==> src/design/text_console_cursor_control_assert.svh <==
// ---------------------------------------------------------------------------
// Assertion macros for the text console cursor control block
// Concurrent checks, compiled out when ASSERT_OFF is defined.
// ---------------------------------------------------------------------------
`ifndef TEXT_CONSOLE_CURSOR_CONTROL_ASSERT_SVH
`define TEXT_CONSOLE_CURSOR_CONTROL_ASSERT_SVH

`ifndef ASSERT_OFF

`define TCC_ASSERT_NOW(label, clk, rst, expr) \
   label: assert property (@(posedge clk) disable iff (rst) (expr)) \
      else $error("tcc: assertion failed");

`define TCC_ASSERT_NEXT(label, clk, rst, ante, cons) \
   label: assert property (@(posedge clk) disable iff (rst) (ante) |=> (cons)) \
      else $error("tcc: assertion failed");

`else

`define TCC_ASSERT_NOW(label, clk, rst, expr)

`define TCC_ASSERT_NEXT(label, clk, rst, ante, cons)

`endif

`endif

==> src/design/tcc_pkg.sv <==
// ---------------------------------------------------------------------------
// Text console cursor control package
// Types, command codes, control characters and register indexes.
// ---------------------------------------------------------------------------
package tcc_pkg;

   localparam int MAX_COLUMNS = 256;
   localparam int MAX_ROWS    = 128;

   localparam int COL_W      = 8;
   localparam int ROW_W      = 7;
   localparam int CHAR_W     = 7;
   localparam int CFG_W      = 9;
   localparam int CSR_ADDR_W = 3;
   localparam int BURST_LEN  = 4;
   localparam int CNT_W      = 3;
   localparam int IDX_W      = 2;

   typedef enum logic [2:0] {
      CMD_INVERT      = 3'd0,
      CMD_GLYPH       = 3'd1,
      CMD_SCROLL_UP   = 3'd2,
      CMD_SCROLL_DOWN = 3'd3,
      CMD_CLEAR       = 3'd4
   } cmd_type;

   typedef enum logic [CSR_ADDR_W-1:0] {
      REG_SCREEN_PRESENT = 3'd0,
      REG_COLUMNS        = 3'd1,
      REG_ROWS           = 3'd2,
      REG_GLYPH_FIRST    = 3'd3,
      REG_GLYPH_LAST     = 3'd4
   } csr_index_type;

   localparam logic [CHAR_W-1:0] CH_BACKSPACE   = 7'o10;
   localparam logic [CHAR_W-1:0] CH_LINE_FEED   = 7'o12;
   localparam logic [CHAR_W-1:0] CH_CURSOR_UP   = 7'o13;
   localparam logic [CHAR_W-1:0] CH_CURSOR_RT   = 7'o14;
   localparam logic [CHAR_W-1:0] CH_CR          = 7'o15;
   localparam logic [CHAR_W-1:0] CH_REVERSE_LF  = 7'o22;
   localparam logic [CHAR_W-1:0] CH_DELETE_LINE = 7'o30;
   localparam logic [CHAR_W-1:0] CH_CLEAR       = 7'o32;
   localparam logic [CHAR_W-1:0] CH_SPACE       = 7'd32;

   typedef struct packed {
      cmd_type           command;
      logic [COL_W-1:0]  column;
      logic [ROW_W-1:0]  row;
      logic [CHAR_W-1:0] glyph;
   } entry_type;

   typedef struct packed {
      logic [COL_W-1:0] column;
      logic [ROW_W-1:0] row;
   } cursor_type;

   typedef struct packed {
      logic [CFG_W-1:0]  columns;
      logic [7:0]        rows;
      logic [CHAR_W-1:0] glyph_first;
      logic [CHAR_W-1:0] glyph_last;
   } cfg_type;

   typedef struct packed {
      entry_type [BURST_LEN-1:0] entry;
      logic [CNT_W-1:0]          count;
   } burst_type;

endpackage

==> src/design/tcc_decode.sv <==
// ---------------------------------------------------------------------------
// Character decoder
// Turns one character and the current cursor into a burst of two to four
// drawing commands and the next cursor position.
// ---------------------------------------------------------------------------
module tcc_decode (
   input  logic [tcc_pkg::CHAR_W-1:0] ch,
   input  tcc_pkg::cursor_type         cursor,
   input  tcc_pkg::cfg_type            cfg,
   output tcc_pkg::burst_type          burst,
   output tcc_pkg::cursor_type         next_cursor
);
   import tcc_pkg::*;

   logic [CFG_W-1:0] ncol;
   logic [7:0]       nrow;
   logic [CFG_W-1:0] col_inc;
   logic [7:0]       row_inc;
   logic             at_bottom;
   logic [ROW_W-1:0] row_last;
   logic             drawable;
   entry_type        mid0;
   entry_type        mid1;
   logic [1:0]       nmid;
   cursor_type       nxt;
   entry_type        inv_old;
   entry_type        inv_new;

   always_comb begin
      if (cfg.columns == '0) begin
         ncol = CFG_W'(1);
      end else if (cfg.columns > CFG_W'(MAX_COLUMNS)) begin
         ncol = CFG_W'(MAX_COLUMNS);
      end else begin
         ncol = cfg.columns;
      end
      if (cfg.rows == '0) begin
         nrow = 8'd1;
      end else if (cfg.rows > 8'(MAX_ROWS)) begin
         nrow = 8'(MAX_ROWS);
      end else begin
         nrow = cfg.rows;
      end
   end

   assign col_inc   = {1'b0, cursor.column} + CFG_W'(1);
   assign row_inc   = {1'b0, cursor.row} + 8'd1;
   assign at_bottom = (row_inc >= nrow);
   assign row_last  = ROW_W'(nrow - 8'd1);
   assign drawable  = (ch >= cfg.glyph_first) && (ch <= cfg.glyph_last);

   always_comb begin
      nxt  = cursor;
      mid0 = '0;
      mid1 = '0;
      nmid = 2'd0;
      unique case (ch)
         CH_BACKSPACE: begin
            if (cursor.column != '0) begin
               nxt.column = cursor.column - COL_W'(1);
            end
            mid0 = '{command: CMD_GLYPH, column: nxt.column, row: cursor.row,
                     glyph: CH_SPACE};
            nmid = 2'd1;
         end
         CH_CR: begin
            nxt.column = '0;
         end
         CH_LINE_FEED: begin
            if (at_bottom) begin
               nxt.row = row_last;
               mid0    = '{command: CMD_SCROLL_UP, column: '0, row: '0, glyph: '0};
               nmid    = 2'd1;
            end else begin
               nxt.row = row_inc[ROW_W-1:0];
            end
         end
         CH_CURSOR_UP: begin
            if (cursor.row != '0) begin
               nxt.row = cursor.row - ROW_W'(1);
            end
         end
         CH_CURSOR_RT: begin
            if (col_inc < ncol) begin
               nxt.column = col_inc[COL_W-1:0];
            end
         end
         CH_CLEAR: begin
            nxt  = '0;
            mid0 = '{command: CMD_CLEAR, column: '0, row: '0, glyph: '0};
            mid1 = '{command: CMD_INVERT, column: '0, row: '0, glyph: '0};
            nmid = 2'd2;
         end
         CH_REVERSE_LF: begin
            if (cursor.row != '0) begin
               nxt.row = cursor.row - ROW_W'(1);
            end else begin
               mid0 = '{command: CMD_SCROLL_DOWN, column: '0, row: '0, glyph: '0};
               nmid = 2'd1;
            end
         end
         CH_DELETE_LINE: begin
            mid0 = '{command: CMD_SCROLL_UP, column: '0, row: cursor.row, glyph: '0};
            nmid = 2'd1;
         end
         default: begin
            if (drawable) begin
               mid0 = '{command: CMD_GLYPH, column: cursor.column, row: cursor.row,
                        glyph: ch};
               nmid = 2'd1;
               if (col_inc >= ncol) begin
                  nxt.column = '0;
                  if (at_bottom) begin
                     nxt.row = row_last;
                     mid1    = '{command: CMD_SCROLL_UP, column: '0, row: '0,
                                 glyph: '0};
                     nmid    = 2'd2;
                  end else begin
                     nxt.row = row_inc[ROW_W-1:0];
                  end
               end else begin
                  nxt.column = col_inc[COL_W-1:0];
               end
            end
         end
      endcase
   end

   assign inv_old = '{command: CMD_INVERT, column: cursor.column, row: cursor.row,
                      glyph: '0};
   assign inv_new = '{command: CMD_INVERT, column: nxt.column, row: nxt.row,
                      glyph: '0};

   always_comb begin
      burst.entry    = '0;
      burst.entry[0] = inv_old;
      unique case (nmid)
         2'd0: begin
            burst.entry[1] = inv_new;
         end
         2'd1: begin
            burst.entry[1] = mid0;
            burst.entry[2] = inv_new;
         end
         2'd2: begin
            burst.entry[1] = mid0;
            burst.entry[2] = mid1;
            burst.entry[3] = inv_new;
         end
         default: begin
            burst.entry[1] = inv_new;
         end
      endcase
      burst.count = CNT_W'(nmid) + CNT_W'(2);
   end

   assign next_cursor = nxt;

endmodule

==> src/design/tcc_seq.sv <==
// ---------------------------------------------------------------------------
// Command sequencer
// Holds one burst and hands its commands out one per cycle unless out_ready
// stalls, via the result register; next burst loads as the last one leaves.
// ---------------------------------------------------------------------------
module tcc_seq (
   input  logic                clock,
   input  logic                reset,
   input  logic                load_valid,
   output logic                load_ready,
   input  tcc_pkg::burst_type  burst,
   output logic                out_valid,
   input  logic                out_ready,
   output tcc_pkg::entry_type  out_entry,
   output logic                out_last
);
   import tcc_pkg::*;

   burst_type        burst_ff;
   burst_type        burst_in;
   logic             busy_ff;
   logic             busy_in;
   logic [IDX_W-1:0] idx_ff;
   logic [IDX_W-1:0] idx_in;
   logic             out_valid_ff;
   logic             out_valid_in;
   entry_type        out_entry_ff;
   entry_type        out_entry_in;
   logic             out_last_ff;
   logic             out_last_in;
   logic             send;
   logic             is_last;
   logic             load;

   assign is_last    = (({1'b0, idx_ff} + CNT_W'(1)) == burst_ff.count);
   assign send       = busy_ff && (!out_valid_ff || out_ready);
   assign load_ready = !busy_ff || (send && is_last);
   assign load       = load_valid && load_ready;

   always_comb begin
      burst_in     = burst_ff;
      busy_in      = busy_ff;
      idx_in       = idx_ff;
      out_valid_in = out_valid_ff;
      out_entry_in = out_entry_ff;
      out_last_in  = out_last_ff;
      if (send) begin
         out_valid_in = 1'b1;
         out_entry_in = burst_ff.entry[idx_ff];
         out_last_in  = is_last;
         idx_in       = idx_ff + IDX_W'(1);
         if (is_last) begin
            busy_in = 1'b0;
         end
      end else if (out_ready) begin
         out_valid_in = 1'b0;
      end
      if (load) begin
         burst_in = burst;
         busy_in  = 1'b1;
         idx_in   = '0;
      end
   end

   always_ff @(posedge clock) begin
      if (reset) begin
         busy_ff      <= 1'b0;
         idx_ff       <= '0;
         out_valid_ff <= 1'b0;
      end else begin
         busy_ff      <= busy_in;
         idx_ff       <= idx_in;
         out_valid_ff <= out_valid_in;
      end
      burst_ff     <= burst_in;
      out_entry_ff <= out_entry_in;
      out_last_ff  <= out_last_in;
   end

   assign out_valid = out_valid_ff;
   assign out_entry = out_entry_ff;
   assign out_last  = out_last_ff;

endmodule

==> src/design/text_console_cursor_control.sv <==
// ---------------------------------------------------------------------------
// Text console cursor control
// Takes characters, tracks the cursor of a text screen and emits the drawing
// commands for each character.
// ---------------------------------------------------------------------------
// Each request carries one character; it produces two to four commands
// (invert old cursor cell, up to two actions, invert new cursor cell), the
// final one marked with rsp_tlast. Commands leave through the result register
// at one per cycle unless rsp_tready stalls them; the next character's burst
// loads in the cycle its predecessor's last command is sent. A request's
// first command passes the input register, the burst register and the result
// register. With screen_present at 0, requests are taken and dropped.
`include "text_console_cursor_control_assert.svh"

module text_console_cursor_control (
   input  logic        clock,
   input  logic        reset,
   input  logic        req_tvalid,
   output logic        req_tready,
   input  logic [7:0]  req_tdata,   // [6:0] character, [7] ignored
   output logic        rsp_tvalid,
   input  logic        rsp_tready,
   output logic [31:0] rsp_tdata,   // [2:0] command, [10:3] cell_column,
                                    // [17:11] cell_row, [24:18] glyph_code
   output logic        rsp_tlast,
   input  logic        csr_wr_en,
   input  logic [2:0]  csr_addr,
   input  logic [8:0]  csr_wdata
);
   import tcc_pkg::*;

   logic              screen_ff;
   logic              screen_in;
   cfg_type           cfg_ff;
   cfg_type           cfg_in;
   logic              in_valid_ff;
   logic              in_valid_in;
   logic [7:0]        in_char_ff;
   logic [7:0]        in_char_in;
   cursor_type        cursor_ff;
   cursor_type        cursor_in;
   burst_type         dec_burst;
   cursor_type        dec_cursor;
   logic              load_valid;
   logic              load_ready;
   logic              in_consume;
   entry_type         out_entry;

   always_comb begin
      screen_in = screen_ff;
      cfg_in    = cfg_ff;
      if (csr_wr_en) begin
         unique case (csr_addr)
            REG_SCREEN_PRESENT: screen_in          = csr_wdata[0];
            REG_COLUMNS:        cfg_in.columns     = csr_wdata;
            REG_ROWS:           cfg_in.rows        = csr_wdata[7:0];
            REG_GLYPH_FIRST:    cfg_in.glyph_first = csr_wdata[CHAR_W-1:0];
            REG_GLYPH_LAST:     cfg_in.glyph_last  = csr_wdata[CHAR_W-1:0];
            default: begin
            end
         endcase
      end
   end

   assign load_valid = in_valid_ff && screen_ff;
   assign in_consume = in_valid_ff && (!screen_ff || load_ready);
   assign req_tready = !in_valid_ff || in_consume;

   always_comb begin
      in_valid_in = in_valid_ff;
      in_char_in  = in_char_ff;
      if (in_consume) begin
         in_valid_in = 1'b0;
      end
      if (req_tvalid && req_tready) begin
         in_valid_in = 1'b1;
         in_char_in  = req_tdata;
      end
      cursor_in = cursor_ff;
      if (load_valid && load_ready) begin
         cursor_in = dec_cursor;
      end
   end

   always_ff @(posedge clock) begin
      if (reset) begin
         screen_ff          <= 1'b0;
         cfg_ff.columns     <= 9'd80;
         cfg_ff.rows        <= 8'd25;
         cfg_ff.glyph_first <= 7'd32;
         cfg_ff.glyph_last  <= 7'd126;
         in_valid_ff        <= 1'b0;
         cursor_ff          <= '0;
      end else begin
         screen_ff   <= screen_in;
         cfg_ff      <= cfg_in;
         in_valid_ff <= in_valid_in;
         cursor_ff   <= cursor_in;
      end
      in_char_ff <= in_char_in;
   end

   tcc_decode u_decode (
      .ch          (in_char_ff[CHAR_W-1:0]),
      .cursor      (cursor_ff),
      .cfg         (cfg_ff),
      .burst       (dec_burst),
      .next_cursor (dec_cursor)
   );

   tcc_seq u_seq (
      .clock      (clock),
      .reset      (reset),
      .load_valid (load_valid),
      .load_ready (load_ready),
      .burst      (dec_burst),
      .out_valid  (rsp_tvalid),
      .out_ready  (rsp_tready),
      .out_entry  (out_entry),
      .out_last   (rsp_tlast)
   );

   assign rsp_tdata = {7'd0, out_entry.glyph, out_entry.row, out_entry.column,
                       out_entry.command};

   `TCC_ASSERT_NOW(a_burst_count, clock, reset,
      !load_valid || (dec_burst.count >= 3'd2 && dec_burst.count <= 3'd4))
   `TCC_ASSERT_NEXT(a_cursor_hold, clock, reset,
      !(load_valid && load_ready), $stable(cursor_ff))

endmodule
==> config.mk <==
export PLATFORM = sky130hd
export DESIGN_NAME = text_console_cursor_control
export DESIGN_NICKNAME = d
export VERILOG_FILES = /design/src/design/tcc_pkg.sv /design/src/design/tcc_decode.sv /design/src/design/tcc_seq.sv /design/src/design/text_console_cursor_control.sv
export VERILOG_INCLUDE_DIRS = /design/src /design/src/design
export SDC_FILE = /design/constraint.sdc
export NUM_CORES = 1
export LEC_CHECK = 0
export BUFFER_PORTS_ARGS = -buffer_cell sky130_fd_sc_hd__clkbuf_2
export CORE_MARGIN = 5
export CORE_UTILIZATION = 45
export CTS_BUF_LIST = sky130_fd_sc_hd__clkbuf_4
export CTS_CLUSTER_SIZE = 8
export DETAILED_ROUTE_END_ITERATION = 8
export PLACE_DENSITY_LB_ADDON = 0.2
export REMOVE_ABC_BUFFERS = 1
export SETUP_SLACK_MARGIN = 0.3
export SYNTH_ARGS = -nofsm -noshare
export SYNTH_HDL_FRONTEND = slang
export SYNTH_HIERARCHICAL = 1
export SYNTH_SLANG_ARGS = --single-unit
==> constraint.sdc <==
create_clock -name clock -period 9.7 [get_ports clock]
set_input_delay 0 -clock clock [delete_from_list [all_inputs] [get_ports clock]]
set_output_delay 0 -clock clock [all_outputs]
set_load 0.03 [all_outputs]
==> reports/summary.txt, run 1 <==
Post-synth EDFFs: 136
largest cells by area after synthesis: edfxtp_1, dfxtp_1, mux4_2
pin count of the biggest net entering global routing: 86
clock buffer count from CTS: 17
CP delay by family, top: simple AND/OR/NAND/NOR gates
total gr overflow: 0
Post-DP HPWL: 14.0 mm
Rel. slew slack: 25.4%
WP buf/inv: 1
Wirelength per Cell: 16.5 um
Chip Width: 161 um
final instance area: 0.0110 mm2
core area: 0.0226 mm2
global placer's final weighted congestion: 0.833
Leakage Power: 0.00406 uW
count of final setup violators: 0
final setup TNS: 0 ps
Final min period: 3920 ps
# nets final: 998
Mean Syn Cell Area: 11.6 um2
post-synthesis async set-or-reset flop share: 0%
# rows: 55
share of cells above drive strength 1: 14.7%
min-delay worst type: in2reg
Antenna Nets Post-Route: 0
Initial DRT Pass Iterations: 6
Crit Path Class: reg2reg
drc violations: 0
clock-pin transition on the worst setup and hold timing paths: 160 ps
crit path max fanout: 14
routed via count: 6528
Top Ports: 60
htree depth: 4
worst skew pair latency: 580 ps
# clock sinks: 188
RSZ-0062 raised after global routing: no
Critical Path End Type: flop
worst path arrival time: 4370 ps
antenna violations before repair: 1
clk buf depth: 2
Synth top area share: 39.7%
Starting Density: 45.5%
worst vdd ir: 0.0709 mV
IO Port Bufs: 51
status: complete, no violations
Die Footprint: 0.0260 mm2
crit-path cells: and2_1 -> nand4_1 -> or3_1 -> xnor2_1 -> ha_1 -> a211o_1 -> o31a_1 -> nor2_1 -> nor2_1 -> o22a_1 -> inv_1 -> and2_1
Critical Path RT: 10160 ps
max incr delay on CP: 640 ps
Overall Power: 1450 uW
first-pass GRT wire length: 33.3 mm
Highest Clock Rate: 255 MHz
CTS tree: done
WL final: 20.4 mm
R2R cell count: 12
vias in the first global route: 6117
Worst Max-Slew Pin Slew: 1120 ps
Placed Instance Area: 0.0104 mm2
vias per cell: 5.29
Yosys cell types: 74
worst clock skew: 21.3 ps
root buffer cell: clkbuf_4
Cells after Synth: 889
Worst path slowest cell: dfxtp_1
hold_ws: 91.0 ps
leading area contributor after synthesis: edfxtp_1
Final Hold Vio Count: 0
#FFs+latches synth: 188
Slew Limit Fails: 0
Pwr per Cell Area: 132 mW/mm2
Die Span Y: 161 um
gr usage total: 16.1%
Syn. warnings: 6
Max Cap Viol: 0
Crit path depth: 12
top_reg_cell synth: edfxtp_1
Place WS: 5820 ps
min setup slack post-route: 5780 ps
Post-Syn Area: 0.0103 mm2
hold path depth: 3
DR iter-0 viols: 404
post-synthesis sequential area ratio: 49.8%
Startpoint Class: flop
area delta synth->final: 6.91%
fin crit share: 40.4%
==> through the flow <==
| stage | util, % | instances |
|---|---|---|
| after floorplan | - | 832 |
| after global placement | 46.1 | 1174 |
| after detailed placement | 46.1 | 1174 |
| after CTS | 48.7 | 1232 |
| after global routing | 48.7 | 1233 |
| final | 48.7 | 1233 |
==> sequential cells by signal, indices dropped and copies added (netlist names) <==
name / cells
screen_ff: 1
u_seq/idx_ff: 2
u_seq/burst_ff: 103
u_seq/busy_ff: 1
in_char_ff: 7
cfg_ff: 31
u_seq/out_last: 1
u_seq/out_valid: 1
u_seq/out_entry: 25
in_valid_ff: 1
cursor_ff: 15
==> power breakdown <==
| group | internal [uW] | switching [uW] |
|---|---|---|
| registers | 864 | 9.41 |
| logic | 38.6 | 61.0 |
| clock network | 169 | 308 |
| total | 1070 | 379 |
==> layout by cell type (no fill, tap or decap), types with 4 or more instances in the layout <==
cell,instances
edfxtp_1,136
nand2b_1,68
nor2_1,62
mux2i_1,55
dfxtp_1,51
clkbuf_2,51
conb_1,44
nand2_1,42
ha_1,39
inv_1,36
a21oi_1,29
dlygate4sd3_1,26
o21ai_0,26
mux4_2,25
and2_1,21
nor3_1,21
clkbuf_4,17
nand3_1,13
xnor2_1,12
nand4_1,10
a211oi_1,8
a31oi_1,8
inv_8,7
and3_1,6
buf_4,6
xor2_1,6
nor3b_1,6
mux2_2,6
a21o_1,6
or3_1,6
a22o_1,6
or2_2,5
nand3b_1,4
nand4b_1,4
==> metal layers <==
metal	vias up	track usage [%]	share of wire [%]
li1	3261	-	-
met1	3091	23.9	50
met2	165	24.8	45
met3	11	2.53	4.3
met4	0	4.15	1.0
met5	-	0	0
==> worst min-delay path, delay by kind of cell <==
kind | cells | cell delay, ps
compound gates | 1 | 210
buf+inv | 2 | 400
==> cell families after synthesis <==
kind of cell | after synthesis | share of synthesized area [%]
mux | 86 | 11.5
simple gates | 289 | 15.4
compound gates | 129 | 8.70
fa+ha+maj | 39 | 4.75
buf+inv | 138 | 8.24
xor+xnor | 18 | 1.53
other cells | 2 | 0.0730
flops | 188 | 49.8
==> path summary, 6_finish.rpt <==
check                       startpoint                           end  slack, ps
min reg2reg    cfg_ff[22]$_SDFFE_PP0P_       cfg_ff[22]$_SDFFE_PP0P_        490
min                              reset      in_valid_ff$_SDFFE_PP0P_         90
max reg2reg  cursor_ff[9]$_SDFFE_PP0P_  u_seq/burst_ff[72]$_DFFE_PP_       5780
max          cursor_ff[9]$_SDFFE_PP0P_  u_seq/burst_ff[72]$_DFFE_PP_       5780
==> cell usage after synthesis (5+ instances only) <==
cell / number
a211oi_1: 8
a21o_1: 6
a21oi_1: 29
a22o_1: 6
a31oi_1: 8
and2_1: 22
and3_1: 6
buf_2: 14
buf_4: 61
buf_6: 11
clkbuf_1: 13
dfxtp_1: 52
edfxtp_1: 136
ha_1: 39
inv_1: 36
mux2_2: 6
mux2i_1: 55
mux4_2: 25
nand2_1: 42
nand2b_1: 68
nand3_1: 13
nand4_1: 10
nor2_1: 63
nor3_1: 21
nor3b_1: 6
o21ai_0: 26
or2_2: 5
or3_1: 6
xnor2_1: 12
xor2_1: 6
==> layout make-up <==
class	instances	area, um2
inverter	39	146
clock buffer	17	128
antenna	1	2.50
multi-input combinational	605	4470
fill	2080	11600
tap	285	357
timing repair buffer	83	561
sequential	188	5130
clock inverter	15	200
==> repair_timing <==
action	in CTS	in global routing
hold buffers	26	0
gates resized for setup	0	0
endpoints found under the hold margin	50	0
setup buffers	0	0
Note: power is estimated with default switching activity, not from simulation.
==> run 2: changes to the inputs <==
clock period = 3.68 ns   (was 9.7 ns; I/O delays follow)
==> reports/summary.txt, run 2 (same netlist as run 1, synthesis figures left out) <==
status: complete, no violations
Worst Max-Slew Pin Slew: 1130 ps (+13.2 ps)
Starting Density: 45.5% (unchanged)
RSZ-0062 raised after global routing: yes
Leakage Power: 0.00424 uW (+4.4%)
worst skew pair latency: 590 ps (about the same)
Slew Limit Fails: 0 (unchanged)
reg-to-reg startpoint: cursor_ff[10]$_SDFFE_PP0P_
Critical Path RT: 4040 ps (-6120 ps)
commonest non-fill, non-tap cell in the layout: edfxtp_1
FF/Latch Area: 0.00513 mm2 (about the same)
Critical Path Source: cursor_ff[10]$_SDFFE_PP0P_
fin crit share: 90.6% (+50 points)
DR iter-0 viols: 400 (-0.99%)
hold path start: req_tdata[0]
Critical Path End Type: flop
Final Hold Vio Count: 0 (unchanged)
clock-pin transition on the worst setup and hold timing paths: 180 ps (+20 ps)
Largest register FFs: 103 (unchanged)
global placer's final weighted congestion: 0.842 (+1.0%)
Post-DP HPWL: 15.0 mm (+7.0%)
Final min period: 3330 ps (-585 ps)
fillcell total: 2012 (-3.3%)
Die Footprint: 0.0260 mm2 (unchanged)
Highest Clock Rate: 300 MHz (+18%)
worst path arrival time: 3690 ps (-680 ps)
antenna violations before repair: 1 (unchanged)
Top Ports: 60 (unchanged)
Final Core Density: 50.1% (+1.4 points)
worst vdd ir: 0.203 mV (+190%)
clock buffer count from CTS: 17 (unchanged)
vias per cell: 5.25 (-0.92%)
Initial DRT Pass Iterations: 5 (-1)
count of final setup violators: 0 (unchanged)
Largest Register: u_seq/burst_ff
Antenna Nets Post-Route: 0 (unchanged)
# rows: 55 (unchanged)
hold_ws: 124 ps (+33.4 ps)
total gr overflow: 0 (unchanged)
vias in the first global route: 6445 (+5.4%)
Wirelength per Cell: 16.7 um (+1.3%)
Crit Path Class: reg2reg
root buffer cell: clkbuf_4
Overall Power: 3830 uW (+160%)
WL final: 21.1 mm (+3.4%)
CTS tree: done
Pwr per Cell Area: 339 mW/mm2 (+160%)
Max Cap Viol: 0 (unchanged)
htree depth: 4 (unchanged)
Die Span Y: 161 um (unchanged)
pin count of the biggest net entering global routing: 67 (-22%)
most frequent cells in the layout: edfxtp_1, nand2b_1, nor2_1, mux2i_1, clkbuf_2
core area: 0.0226 mm2 (unchanged)
# nets final: 1024 (+2.6%)
drc violations: 0 (unchanged)
IO Port Bufs: 51 (unchanged)
area occupied by multi-input gates: 0.00455 mm2 (+1.8%)
Startpoint Class: flop
area delta synth->final: 9.99%
worst clock skew: 41.9 ps (+20.6 ps)
min-delay worst type: in2reg
routed via count: 6604 (+1.2%)
crit path max fanout: 8 (-6)
Rel. slew slack: 24.5% (-0.88 points)
share of cells above drive strength 1: 18.6% (+3.9 points)
setup bufs post-CTS: 0 (unchanged)
clk buf depth: 2 (unchanged)
gr usage total: 16.5% (+0.39 points)
first-pass GRT wire length: 34.2 mm (+3.0%)
Chip Width: 161 um (unchanged)
# clock sinks: 188 (unchanged)
[run 2: changes by cell type in the layout (fill, tap and decap cells not counted), sizes merged]
cell,before,now
clkinv,6,7
bufinv,2,1
inv,44,46
buf,6,32
clkinvlp,2,0
[run 2: power by group]
part / switching [uW] / leakage (uW) / internal, uW / total [uW]
combinational: 169 / 0.00242 / 113 / 282
clock: 849 / 0.000176 / 402 / 1250
sequential: 19.5 / 0.00165 / 2280 / 2300
[run 2: final timing paths]
| check | to | slack (ps) | cells past startpoint |
|---|---|---|---|
| setup reg to reg | u_seq/burst_ff[37]$_DFFE_PP_ | 350 | 11 |
| setup / recovery | u_seq/burst_ff[37]$_DFFE_PP_ | 350 | 11 |
| hold reg to reg | cfg_ff[8]$_SDFFE_PP0P_ | 490 | 2 |
| hold / removal | in_char_ff[0]$_DFFE_PP_ | 120 | 2 |
[run 2: metal layers]
layer  track usage [%]  up-vias  routed length (um)
met5                 0        -                   0
met1              23.8     3134               10300
met3              2.70       10                 845
met4              3.53        0                 140
li1                  -     3306                   -
met2              26.3      154                9810
[run 2: critical path: stages (launching register included)]
cell and delay [ps]:
dfxtp_1 370, and2_2 210, nand4_1 130, or3_1 380, xnor2_2 190, ha_1 230
a211o_1 310, o31a_1 320, o211a_4 340, mux2i_1 210, o2111ai_2 170, a22o_1 240
[run 2: timing repair]
action                     4_1_cts  5_1_grt
setup endpoints to repair       24       45
hold endpoints to repair        50        0
pin swaps                        0        2
resized for setup                3       16
hold buffers                    26        0
[run 2: through the flow]
stage | worst slack, ps | instance area, um2 | TNS, ps | cells
2_1_floorplan | -1560 | 9740 | -160510 | 832
3_3_place_gp | 307 | 10600 | 0 | 1200
3_5_place_dp | 221 | 10600 | 0 | 1200
4_1_cts | 287 | 11200 | 0 | 1258
5_1_grt | 240 | 11300 | 0 | 1259
6_report | 347 | 11300 | 0 | 1259
[run 2: layout make-up]
cell class / count / area share (%)
tap: 285 / 3.15
timing repair buffer: 109 / 6.94
sequential: 188 / 45.4
antenna: 1 / 0.0221
inverter: 39 / 1.29
clock inverter: 15 / 1.86
multi-input combinational: 605 / 40.2
clock buffer: 17 / 1.13
==> run 3: changes to the inputs <==
GPL_TIMING_DRIVEN = 0   (was unset)
MAX_ROUTING_LAYER = met4   (was unset)
==> reports/summary.txt, run 3 (same netlist as run 1, synthesis figures left out) <==
min-delay worst type: in2reg
global placer's final weighted congestion: 0.844 (+0.27%)
drc violations: 0 (unchanged)
final setup TNS: 0 ps (unchanged)
CTS tree: done
WL final: 21.4 mm (+1.5%)
Starting Density: 45.5% (unchanged)
share of cells above drive strength 1: 21.2% (+2.6 points)
area delta synth->final: 11.5%
most frequent cells in the layout: edfxtp_1, nand2b_1, nor2_1, mux2i_1, clkbuf_2
Psw: 1020 uW (-1.3%)
internal power: 2770 uW (-0.65%)
routed via count: 6737 (+2.0%)
DR iter-0 viols: 500 (+25%)
Crit Path Class: reg2reg
worst vdd ir: 0.161 mV (-21%)
Rel. slew slack: 48.4% (+24 points)
flop2flop setup slack: 390 ps (+40 ps)
Antenna Nets Post-Route: 0 (unchanged)
pin count of the biggest net entering global routing: 86 (+28%)
core area: 0.0226 mm2 (unchanged)
htree depth: 4 (unchanged)
RSZ-0062 raised after global routing: no
fin crit share: 89.4% (-1.2 points)
commonest non-fill, non-tap cell in the layout: edfxtp_1
Leakage Power: 0.00424 uW (about the same)
Post-DP HPWL: 14.2 mm (-4.9%)
Initial DRT Pass Iterations: 5 (unchanged)
Chip Width: 161 um (unchanged)
Max Cap Viol: 0 (unchanged)
# rows: 55 (unchanged)
first-pass GRT wire length: 34.0 mm (-0.79%)
clock-pin transition on the worst setup and hold timing paths: 180 ps (about the same)
Slew Limit Fails: 0 (unchanged)
vias in the first global route: 6170 (-4.3%)
total gr overflow: 0 (unchanged)
# clock sinks: 188 (unchanged)
worst skew pair latency: 590 ps (about the same)
Final min period: 3290 ps (-43.8 ps)
Final Hold Vio Count: 0 (unchanged)
Startpoint Class: flop
hold_ws: 123 ps (-1.78 ps)
Critical Path RT: 4060 ps (+20 ps)
status: complete, no violations
Wirelength per Cell: 17.0 um (+1.5%)
placed cell count: 1171 (-2.4%)
min setup slack post-route: 391 ps (+43.8 ps)
vias per cell: 5.35 (+2.0%)
count of final setup violators: 0 (unchanged)
Largest Register: u_seq/burst_ff
Die Footprint: 0.0260 mm2 (unchanged)
Highest Clock Rate: 304 MHz (+1.3%)
gr usage total: 16.9% (+0.39 points)
Flop pwr share: 60.3% (+0.3 points)
Pwr per Cell Area: 331 mW/mm2 (-2.2%)
Top Ports: 60 (unchanged)
Sw Ratio: 27.0% (-0.12 points)
worst path arrival time: 3670 ps (-20 ps)
non-filler instance count after layout: 1259 (unchanged)
clock buffer count from CTS: 17 (unchanged)
Worst Max-Slew Pin Slew: 772 ps (-359 ps)
IO Port Bufs: 51 (unchanged)
Die Span Y: 161 um (unchanged)
Critical Path End Type: flop
root buffer cell: clkbuf_4
crit path max fanout: 8 (unchanged)
Largest register FFs: 103 (unchanged)
Clock power frac: 32.0% (-0.7 points)
Place WS: -800 ps (-1020 ps)
Final Core Density: 50.8% (+0.71 points)
Comb pwr share: 7.7% (+0.3 points)
# nets final: 1024 (unchanged)
clk buf depth: 2 (unchanged)
antenna violations before repair: 1 (unchanged)
worst clock skew: 24.9 ps (-17.0 ps)
[run 3: worst paths after layout]
path / from / cells past startpoint / end
worst max-delay path: cursor_ff[9]$_SDFFE_PP0P_ / 11 / u_seq/burst_ff[37]$_DFFE_PP_
worst min-delay path: req_tdata[4] / 2 / in_char_ff[4]$_DFFE_PP_
worst max register to register: cursor_ff[9]$_SDFFE_PP0P_ / 11 / u_seq/burst_ff[37]$_DFFE_PP_
worst min register to register: cfg_ff[22]$_SDFFE_PP0P_ / 2 / cfg_ff[22]$_SDFFE_PP0P_
[run 3: worst max-delay path, cell delays in order, from the launching register on]
cell       delay [ps]
dfxtp_4           390
and2_4            150
nand4_1           120
or3_4             380
xnor2_4           150
ha_2              200
a211o_1           300
o31a_1            370
o211a_4           320
mux2i_1           200
o2111ai_2         210
a22o_1            270
[run 3: power by group through the flow]
stage | combinational, uW | clock (uW) | sequential [uW]
global route | 322 | 1350 | 2290
CTS | 268 | 1260 | 2300
floorplan | 152 | 0 | 2340
finish | 293 | 1210 | 2290
detailed placement | 241 | 0 | 2350
global placement | 236 | 0 | 2350
[run 3: what timing repair did]
action	in CTS	in global routing
gates cloned	1	1
pin swaps	2	8
hold buffers	25	1
setup buffers	5	21
setup endpoints to repair	168	116
hold endpoints to repair	50	12
gates resized for setup	36	30
[run 3: area by class of cell]
class                   instances  area (um2)
fillers                      2031       11100
repair buffers                107         793
inverters                      39         150
clock buffers                  17         128
well taps                     285         357
diodes                          1        2.50
clock inverters                15         198
multi-input cells             607        4670
flip-flops and latches        188        5170
[run 3: stage by stage]
step / area [um2] / total power, uW
finish: 11500 / 3800
global route: 11500 / 3960
CTS: 11200 / 3830
detailed placement: 10400 / 2590
global placement: 10300 / 2590
floorplan: 9740 / 2500
[run 3: layer usage]
metal | global-route usage, % | part of all wire, %
met1 | 23.9 | 48
met2 | 25.5 | 47
met3 | 2.55 | 3.9
met4 | 4.50 | 1.2
met5 | - | 0
